==> src/int_to_decimal_ascii_assert.svh <==
// Assertion macros shared by the int_to_decimal_ascii RTL.
// No dependencies; clock and reset are the port names clock and reset.
`ifndef INT_TO_DECIMAL_ASCII_ASSERT_SVH
`define INT_TO_DECIMAL_ASCII_ASSERT_SVH

// checked only outside reset
`define I2DA_ASSERT(lbl, prop, msg) \
   lbl: assert property (@(posedge clock) disable iff (reset) prop) else $error(msg);

// checked on every edge, reset included
`define I2DA_ASSERT_ALWAYS(lbl, prop, msg) \
   lbl: assert property (@(posedge clock) prop) else $error(msg);

`endif

==> src/i2da_pkg.sv <==
// Types and constants for the integer to decimal ASCII converter.
// No dependencies.
package i2da_pkg;

   localparam int VALUE_BITS = 32;
   localparam int PAD_BITS   = 5;
   // decimal digits needed for the magnitude 2^(VALUE_BITS-1)
   localparam int NDIG       = (VALUE_BITS * 30103) / 100000 + 1;
   localparam int BIT_CNT_W  = $clog2(VALUE_BITS + 1);

   localparam logic [7:0] CHAR_ZERO  = 8'h30;
   localparam logic [7:0] CHAR_MINUS = 8'h2D;
   localparam logic [7:0] CHAR_NUL   = 8'h00;

   typedef struct packed {
      logic signed [VALUE_BITS-1:0] value;
      logic [PAD_BITS-1:0]          pad_width;
   } req_word_type;

   typedef struct packed {
      logic [7:0] char_out;
      logic       last;
   } rsp_word_type;

   typedef enum logic [2:0] {
      ST_IDLE,
      ST_CONV,
      ST_SCAN,
      ST_SIGN,
      ST_EMIT
   } state_type;

endpackage

==> src/int_to_decimal_ascii.sv <==
// Signed integer to zero-padded decimal ASCII, one character per output word.
// Depends on i2da_pkg and int_to_decimal_ascii_assert.svh.
// Per word: accept, one shift-add-3 step per value bit (VALUE_BITS, 32), a scan that drops
// leading zero digits, then one character per cycle while the output is not stalled: sign if
// negative, digits zero-padded so that sign and digits fill the width, NUL with last.
// Next word is taken once the NUL is loaded. Sync reset: idle, output empty.
`include "int_to_decimal_ascii_assert.svh"

module int_to_decimal_ascii
   import i2da_pkg::*;
#(
   parameter int MAX_PAD = 16
) (
   input  logic         clock,
   input  logic         reset,
   input  logic         req_valid,
   output logic         req_ready,
   input  req_word_type req_word,
   output logic         rsp_valid,
   input  logic         rsp_ready,
   output rsp_word_type rsp_word
);

   localparam int CNT_TOP = (NDIG > MAX_PAD) ? NDIG : MAX_PAD;
   localparam int CW      = $clog2(CNT_TOP + 1);
   localparam logic [CW-1:0]        NDIG_CNT = CW'(NDIG);
   localparam logic [PAD_BITS-1:0]  PAD_LIM  = PAD_BITS'(MAX_PAD);
   localparam logic [BIT_CNT_W-1:0] BIT_TOP  = BIT_CNT_W'(VALUE_BITS);

   state_type               state_ff, state_in;
   logic [VALUE_BITS-1:0]   mag_ff, mag_in;
   logic [NDIG*4-1:0]       bcd_ff, bcd_in;
   logic [BIT_CNT_W-1:0]    bitcnt_ff, bitcnt_in;
   logic [CW-1:0]           cnt_ff, cnt_in;
   logic [CW-1:0]           wp_ff, wp_in;
   logic                    neg_ff, neg_in;
   rsp_word_type            rsp_ff, rsp_in;
   logic                    rsp_valid_ff, rsp_valid_in;

   logic                    load;
   logic [NDIG*4-1:0]       bcd_adj;
   logic [3:0]              dig_sel;
   logic [VALUE_BITS-1:0]   v_raw;
   logic [PAD_BITS-1:0]     w_sat;

   assign req_ready = (state_ff == ST_IDLE);
   assign rsp_valid = rsp_valid_ff;
   assign rsp_word  = rsp_ff;
   assign load      = !rsp_valid_ff || rsp_ready;
   assign v_raw     = req_word.value;
   assign w_sat     = (req_word.pad_width > PAD_LIM) ? PAD_LIM : req_word.pad_width;

   // add-3 correction on every BCD digit ahead of the shift
   always_comb begin
      for (int i = 0; i < NDIG; i++) begin
         bcd_adj[i*4 +: 4] = (bcd_ff[i*4 +: 4] >= 4'd5) ? bcd_ff[i*4 +: 4] + 4'd3
                                                       : bcd_ff[i*4 +: 4];
      end
   end

   // digit at position cnt-1; positions past the BCD register read as zero
   always_comb begin
      dig_sel = 4'd0;
      for (int i = 0; i < NDIG; i++) begin
         if (cnt_ff == CW'(i + 1)) begin
            dig_sel = bcd_ff[i*4 +: 4];
         end
      end
   end

   always_comb begin
      state_in     = state_ff;
      mag_in       = mag_ff;
      bcd_in       = bcd_ff;
      bitcnt_in    = bitcnt_ff;
      cnt_in       = cnt_ff;
      wp_in        = wp_ff;
      neg_in       = neg_ff;
      rsp_in       = rsp_ff;
      rsp_valid_in = rsp_valid_ff && !rsp_ready;
      case (state_ff)
         ST_IDLE: begin
            if (req_valid) begin
               neg_in    = v_raw[VALUE_BITS-1];
               mag_in    = v_raw[VALUE_BITS-1] ? (~v_raw + 1'b1) : v_raw;
               bcd_in    = '0;
               bitcnt_in = BIT_TOP;
               // the sign takes one position of the width
               if (v_raw[VALUE_BITS-1] && w_sat != '0) begin
                  wp_in = CW'(w_sat - 1'b1);
               end else begin
                  wp_in = CW'(w_sat);
               end
               state_in  = ST_CONV;
            end
         end
         ST_CONV: begin
            bcd_in    = {bcd_adj[NDIG*4-2:0], mag_ff[VALUE_BITS-1]};
            mag_in    = {mag_ff[VALUE_BITS-2:0], 1'b0};
            bitcnt_in = bitcnt_ff - 1'b1;
            if (bitcnt_ff == BIT_CNT_W'(1)) begin
               cnt_in   = (wp_ff > NDIG_CNT) ? wp_ff : NDIG_CNT;
               state_in = ST_SCAN;
            end
         end
         ST_SCAN: begin
            // drop leading zero digits above the pad width
            if (cnt_ff > wp_ff && dig_sel == 4'd0) begin
               cnt_in = cnt_ff - 1'b1;
            end else begin
               state_in = neg_ff ? ST_SIGN : ST_EMIT;
            end
         end
         ST_SIGN: begin
            if (load) begin
               rsp_in       = '{char_out: CHAR_MINUS, last: 1'b0};
               rsp_valid_in = 1'b1;
               state_in     = ST_EMIT;
            end
         end
         ST_EMIT: begin
            if (load) begin
               rsp_valid_in = 1'b1;
               if (cnt_ff == '0) begin
                  rsp_in   = '{char_out: CHAR_NUL, last: 1'b1};
                  state_in = ST_IDLE;
               end else begin
                  rsp_in = '{char_out: CHAR_ZERO + {4'd0, dig_sel}, last: 1'b0};
                  cnt_in = cnt_ff - 1'b1;
               end
            end
         end
         default: begin
            state_in = ST_IDLE;
         end
      endcase
   end

   always_ff @(posedge clock) begin
      if (reset) begin
         state_ff     <= ST_IDLE;
         rsp_valid_ff <= 1'b0;
      end else begin
         state_ff     <= state_in;
         rsp_valid_ff <= rsp_valid_in;
      end
   end

   always_ff @(posedge clock) begin
      mag_ff    <= mag_in;
      bcd_ff    <= bcd_in;
      bitcnt_ff <= bitcnt_in;
      cnt_ff    <= cnt_in;
      wp_ff     <= wp_in;
      neg_ff    <= neg_in;
      rsp_ff    <= rsp_in;
   end

   `I2DA_ASSERT_ALWAYS(a_reset_idle, reset |=> (state_ff == ST_IDLE && !rsp_valid_ff), "not idle after reset")
   `I2DA_ASSERT(a_accept_conv, (req_valid && req_ready) |=> (state_ff == ST_CONV && bitcnt_ff == BIT_TOP), "accept did not start conversion")
   `I2DA_ASSERT(a_scan_floor, (state_ff == ST_SCAN) |-> (cnt_ff >= wp_ff), "scan went below pad width")
   `I2DA_ASSERT(a_sign_neg, (state_ff == ST_SIGN) |-> neg_ff, "sign state on positive value")
   `I2DA_ASSERT(a_nul_last, (state_ff == ST_EMIT && cnt_ff == '0 && load) |=> (rsp_valid_ff && rsp_ff.last && state_ff == ST_IDLE), "terminator not loaded")

endmodule
==> config.mk <==
export PLATFORM = sky130hd
export DESIGN_NAME = int_to_decimal_ascii
export DESIGN_NICKNAME = d
export VERILOG_FILES = /design/src/i2da_pkg.sv /design/src/int_to_decimal_ascii.sv
export VERILOG_INCLUDE_DIRS = /design/src /design/src/src
export SDC_FILE = /design/constraint.sdc
export NUM_CORES = 1
export LEC_CHECK = 0
export BUFFER_PORTS_ARGS = -buffer_cell sky130_fd_sc_hd__buf_4
export CAP_MARGIN = 10
export CORE_MARGIN = 2
export CORE_UTILIZATION = 60
export CTS_CLUSTER_DIAMETER = 100
export DETAILED_ROUTE_END_ITERATION = 6
export PLACE_DENSITY = 0.8
export SLEW_MARGIN = 20
export SYNTH_ARGS = -nofsm -noshare
export SYNTH_HDL_FRONTEND = slang
export SYNTH_SLANG_ARGS = --single-unit
==> constraint.sdc <==
create_clock -name clock -period 3.55 [get_ports clock]
set_input_delay 0.71 -clock clock [delete_from_list [all_inputs] [get_ports clock]]
set_output_delay 0.71 -clock clock [all_outputs]
set_load 0.02 [all_outputs]
==> results of run 1 <==
## registers in the layout, summed over array words and instances (netlist names)
name       cells
rsp_valid      1
mag_ff        32
wp_ff          5
cnt_ff         5
rsp_word       7
bcd_ff        40
bitcnt_ff      6
neg_ff         1
state_ff       3
## through the flow
step / utilization, % / setup slack (ps) / instances / cell area, um^2
floorplan: - / 699.2 / 672 / 6349
global placement: 66.02 / 602.1 / 828 / 6785
detailed placement: 66.02 / 424.8 / 828 / 6785
CTS: 67.86 / 390.4 / 844 / 6974
global route: 67.86 / 105.8 / 844 / 6974
finish: 67.86 / 371.6 / 844 / 6974
## synthesized netlist by cell type, types with 3 or more instances
cell	n
o31ai_1	9
and3_1	3
clkbuf_1	24
buf_2	4
dfxtp_1	4
xor2_1	38
nand3b_1	8
and2_1	6
xnor2_1	19
nor2_1	71
nand4b_1	3
o21ai_1	5
ha_1	35
nand2b_1	14
inv_1	41
nand4_1	3
nand3_1	8
a22o_1	3
a21oi_1	49
o22ai_1	6
a31oi_1	5
o41ai_1	5
nand2_1	82
a221oi_1	5
o21ai_0	52
edfxtp_1	96
o2bb2ai_1	3
or3_1	8
nor3b_1	3
nor3_1	24
## power by group through the flow
stage / clock [mW] / combinational [mW] / sequential [mW]
floorplan: 0 / 2.01 / 2.42
global placement: 0 / 2.41 / 2.58
detailed placement: 0 / 2.53 / 2.61
CTS: 0.736 / 2.55 / 2.58
global route: 0.777 / 2.88 / 2.66
finish: 0.731 / 2.54 / 2.59
## kinds of logic (layout without fill, tap and decap cells)
kind of cell               after synthesis  in the layout  share of synthesized area, %
AOI/OAI and AO/OA                      158            158                         15.17
DFF                                    100            100                         46.70
xor gates and xnor gates                57             57                         7.868
and+or+nand+nor                        245            245                         18.36
buffers and inverters                   73            109                         4.634
other                                    1              2                       0.05910
muxes                                    2              2                        0.3155
adders and majority gates               35             35                         6.902
## final cells by class
cell class / count / area, um^2
Clock buffer: 9 / 123.9
Clock inverter: 7 / 65.06
Fill cell: 839 / 3303
Inverter: 41 / 153.9
Multi-Input combinational cell: 499 / 3095
Sequential cell: 100 / 2963
Tap cell: 136 / 170.2
Timing Repair Buffer: 52 / 402.9
## worst paths after layout
| path | start | to | cells past startpoint |
|---|---|---|---|
| min reg2reg | mag_ff[8] | mag_ff[9] | 2 |
| min | reset | rsp_valid | 2 |
| max reg2reg | cnt_ff[0] | cnt_ff[2] | 8 |
| max | cnt_ff[0] | cnt_ff[2] | 8 |
## worst max-delay path, cell delays in order, from the launching register on
cell	delay, ps
edfxtp_1	450
inv_1	190
ha_1	570
inv_1	230
o221a_2	340
o22ai_1	190
nand4_1	130
nand4b_1	240
a31oi_1	480
## metal layers
layer  GRT usage (%)  wire length [um]  vias to the layer above
met4           10.76               341                        0
li1                -                 -                     2444
met1           31.53              5542                     2358
met2           41.13              6671                      133
met5               0                 0                        -
met3           3.769               652                       30
==> reports/results.tsv, run 1 <==
stage	metric	value	unit
cts	post_cts_buffers	0	
cells_and_area	fin_nets	779	
critical_path	worstSetupEndpointType	flop	
cells_and_area	area_growth	9.919	%
critical_path	worstSetupStartpointType	flop	
timing	finalHoldViolations	0	
drt	dr.pass1.iters	5	
cells_and_area	num_antenna_cells	0	
cells_and_area	mostFrequentLayoutCells	96 x edfxtp_1, 82 x nand2_1, 71 x nor2_1	
die	rows	37	
grt	grt_start_max_net_pins	60	
die	die_y	106.8	um
logic_synthesis	async_reset_ff_share	0	%
cts	ctsHoldBuffers	0	
drt	post_drt_wl_per_cell	15.65	um
timing	rsz0062_at_grt	no	
cts	cts_tree	yes	
logic_synthesis	synth_flop_cell	edfxtp_1	
timing	fin_setup_tns	0	ps
drt	vias_per_cell	5.883	
power	p_per_area	840.1	nW/um^2
cts	cts_max_level	3	
cts	cts_resized	0	
flow_run	max-cap-violations	0	
critical_path	cp_max_fo	20	
grt	grt_pass1_vias	4762	
die	boundaryPins	52	
logic_synthesis	syn_inst	671	
timing	tightest_slew	610.8	ps
min_path	hp-class	in2reg	
die	initial_core_util	61.74	%
logic_synthesis	yosys_warnings	0	
power	clockPowerShare	12.5	%
cts	cts_inserted_buffers	9	
timing	layout_min_cycle_time	3178	ps
power	p_sw	2.453	mW
power	comb_power_share	43.3	%
power	leakage	2.607	nW
logic_synthesis	mappedNetlistArea	6345	um^2
timing	timing.hold.ws	516.6	ps
drt	vias	4965	
power	vdd_drop_max	455.7	uV
timing	setup_viol	0	
drt	drcViolationCount	0	
cells_and_area	final_common_cell	edfxtp_1	
logic_synthesis	synthTopCellsByArea	edfxtp_1 45%, ha_1 6.9%, xor2_1 5.2%	
placed_design	gp_congestion	0.8915	
logic_synthesis	yosysTopAreaCell	edfxtp_1	
placed_design	port-buffer-count	49	
power	p_sw_share	41.86	%
cts	cts_buffer_depth	2	
drt	drtAntennaViolNets	0	
critical_path	critPathArrivalTime	3200	ps
cts	path_clk_slew	100	ps
logic_synthesis	synth-seq-cells	100	
cells_and_area	layout-drive-gt1-share	11.02	%
grt	grt.total_usage	24.50	%
die	die_w	106.8	um
logic_synthesis	synth_edf_count	96	
critical_path	r2r_setup_slack	370	ps
die	core	10280	um^2
timing	fin_crit_sh	89.53	%
cts	clock-sinks	100	
drt	drt-initial-drc-count	331	
die	die_area	11410	um^2
timing	slew_violations	0	
grt	grt_pass1_wl	22180	um
placed_design	dp_hpwl	9513	um
grt	overflow	0	
logic_synthesis	synth_top_area_share	45.43	%
logic_synthesis	ys_seq_area_share	46.70	%
timing	fmax	314.6	MHz
power	pwr-share-seq	44.3	%
timing	skew	10.54	ps
power	power.total	5.859	mW
timing	slew_headroom	59.28	%
cts	insertion_delay	380	ps
logic_synthesis	synth_area_per_cell	9.456	um^2
drt	wl	13210	um
grt	antenna_found_initial	0	
cts	cts_root_buf	clkbuf_8	
power	intPower	3.406	mW
status	status	finished clean	
critical_path	critPathKind	reg2reg	
logic_synthesis	synth_cell_type_count	57	
critical_path	worstPathRequired	3570	ps
Note: power is estimated with default switching activity, not from simulation.
==> run 2: changes to the inputs <==
--- a/config.mk
+++ b/config.mk
@@ -12,7 +12,8 @@
 export CORE_UTILIZATION = 60
 export CTS_CLUSTER_DIAMETER = 100
 export DETAILED_ROUTE_END_ITERATION = 6
-export PLACE_DENSITY = 0.8
+export PLACE_DENSITY = 0.79
+export SKIP_LAST_GASP = 1
 export SLEW_MARGIN = 20
 export SYNTH_ARGS = -nofsm -noshare
 export SYNTH_HDL_FRONTEND = slang
==> run 2 against run 1 <==
Against the previous run: register-to-register slack got worse by 20 ps; sequential share of layout area about the same; clock power hardly changed; via count grew 0.97%; critical path depth unchanged; sequential cell count stayed put; first-iteration DRC count down 5.4%; non-clock buffer count stayed put; maximum frequency decreased by 0.70%; power fell by 0.28%; largest cell class unchanged.
==> reports/results.tsv, run 2 (synthesized netlist as in run 1, its figures left out) <==
stage	metric	value	unit
status	status	finished clean	
cts	cts_inserted_buffers	9	
critical_path	worstPathRequired	3550	ps
cts	ctsHoldBuffers	0	
placed_design	dp_cells	828	
drt	dr.pass1.iters	5	
grt	grt_start_max_net_pins	60	
timing	rsz0062_at_grt	no	
drt	vias	5013	
cts	insertion_delay	370	ps
cts	clock-sinks	100	
timing	finalHoldViolations	0	
placed_design	dp_hpwl	9533	um
power	leakage	2.596	nW
grt	overflow	0	
power	p_per_area	837.3	nW/um^2
grt	grt_pass1_vias	4669	
cts	post_cts_buffers	0	
critical_path	cp_max_fo	20	
critical_path	worstSetupStartpointType	flop	
grt	antenna_found_initial	0	
min_path	hold_path_depth	2	
drt	wl	13010	um
timing	skew	14.24	ps
timing	tightest_slew	610.5	ps
timing	slew_headroom	59.11	%
critical_path	worstSetupEndpointType	flop	
cells_and_area	ff_latch_area	2963	um^2
cts	path_clk_slew	100	ps
cts	cts_max_level	3	
power	power.total	5.842	mW
cells_and_area	largest_register_ffs	40	
cells_and_area	fin_util	67.90	%
placed_design	port-buffer-count	49	
drt	drtAntennaViolNets	0	
critical_path	r2r_setup_slack	350	ps
cells_and_area	num-fill-cells	802	
die	rows	37	
die	core	10280	um^2
cells_and_area	layoutNonFillerInstCount	844	
cts	cts_tree	yes	
die	initial_core_util	61.74	%
timing	timing.hold.ws	519.1	ps
drt	post_drt_wl_per_cell	15.42	um
die	die_y	106.8	um
cells_and_area	num_antenna_cells	0	
grt	grt.total_usage	23.73	%
timing	setup_viol	0	
cells_and_area	mostFrequentLayoutCells	96 x edfxtp_1, 82 x nand2_1, 71 x nor2_1	
critical_path	critPathKind	reg2reg	
cells_and_area	layout-drive-gt1-share	10.88	%
flow_run	max-cap-violations	0	
drt	drcViolationCount	0	
critical_path	reg2reg_depth	8	
placed_design	gp_congestion	0.8758	
cells_and_area	area_growth	9.978	%
cts	cts_buffer_depth	2	
drt	drt-initial-drc-count	313	
cells_and_area	multi_input_area	3095	um^2
die	boundaryPins	52	
die	die_area	11410	um^2
cells_and_area	max_flop_register	bcd_ff	
cells_and_area	final_common_cell	edfxtp_1	
cts	cts_resized	0	
timing	layout_min_cycle_time	3201	ps
power	vdd_drop_max	382.0	uV
timing	fin_crit_sh	90.17	%
cells_and_area	fin_nets	779	
timing	fmax	312.4	MHz
timing	fin_setup_tns	0	ps
die	die_w	106.8	um
grt	grt_pass1_wl	21740	um
critical_path	critPathArrivalTime	3200	ps
drt	vias_per_cell	5.940	
min_path	hp-class	in2reg	
timing	slew_violations	0	
cts	cts_root_buf	clkbuf_8	
## run 2: cell types whose count changed in the layout (fill, tap and decap cells not counted)
cell        change
clkinv_4        +1
clkinv_2        -3
clkinvlp_4      +2
inv_6           -1
clkbuf_1        +1
## run 2: worst max-delay path: stages, from the launching register on
cell and delay (ps):
edfxtp_1 460, inv_1 180, ha_1 550, inv_1 220, o221a_2 330, o22ai_1 200
nand4_1 150, nand4b_1 240, a31oi_1 520
## run 2: stage by stage
| stage | instance area [um^2] | setup slack, ps |
|---|---|---|
| after global routing | 6978 | 90.48 |
| after global placement | 6785 | 582.5 |
| after detailed placement | 6785 | 427.9 |
| after CTS | 6978 | 408.6 |
| final | 6978 | 349.0 |
| after floorplan | 6349 | 699.2 |
## run 2: layout make-up
| type | count | area share (%) |
|---|---|---|
| Sequential cell | 100 | 42.46 |
| Multi-Input combinational cell | 499 | 44.36 |
| Clock buffer | 10 | 1.829 |
| Inverter | 41 | 2.205 |
| Tap cell | 136 | 2.439 |
| Clock inverter | 6 | 0.9324 |
| Timing Repair Buffer | 52 | 5.774 |
## run 2: power by group
part	internal (mW)	switching [mW]
sequential	2.11	0.473
clock	0.325	0.402
combinational	0.976	1.56
total	3.41	2.43
## run 2: path summary, 6_finish.rpt
| check | from | endpoint |
|---|---|---|
| max | cnt_ff[0] | cnt_ff[0] |
| min reg2reg | mag_ff[22] | mag_ff[23] |
| max reg2reg | cnt_ff[0] | cnt_ff[0] |
| min | reset | rsp_valid |
## run 2: metal layers
layer  part of all wire (%)  track usage [%]  vias up
li1                       -                -     2445
met1                     43            30.97     2383
met2                     50            40.81      157
met3                    5.0            3.769       28
met4                    2.0            7.328        0
met5                      0                0        -
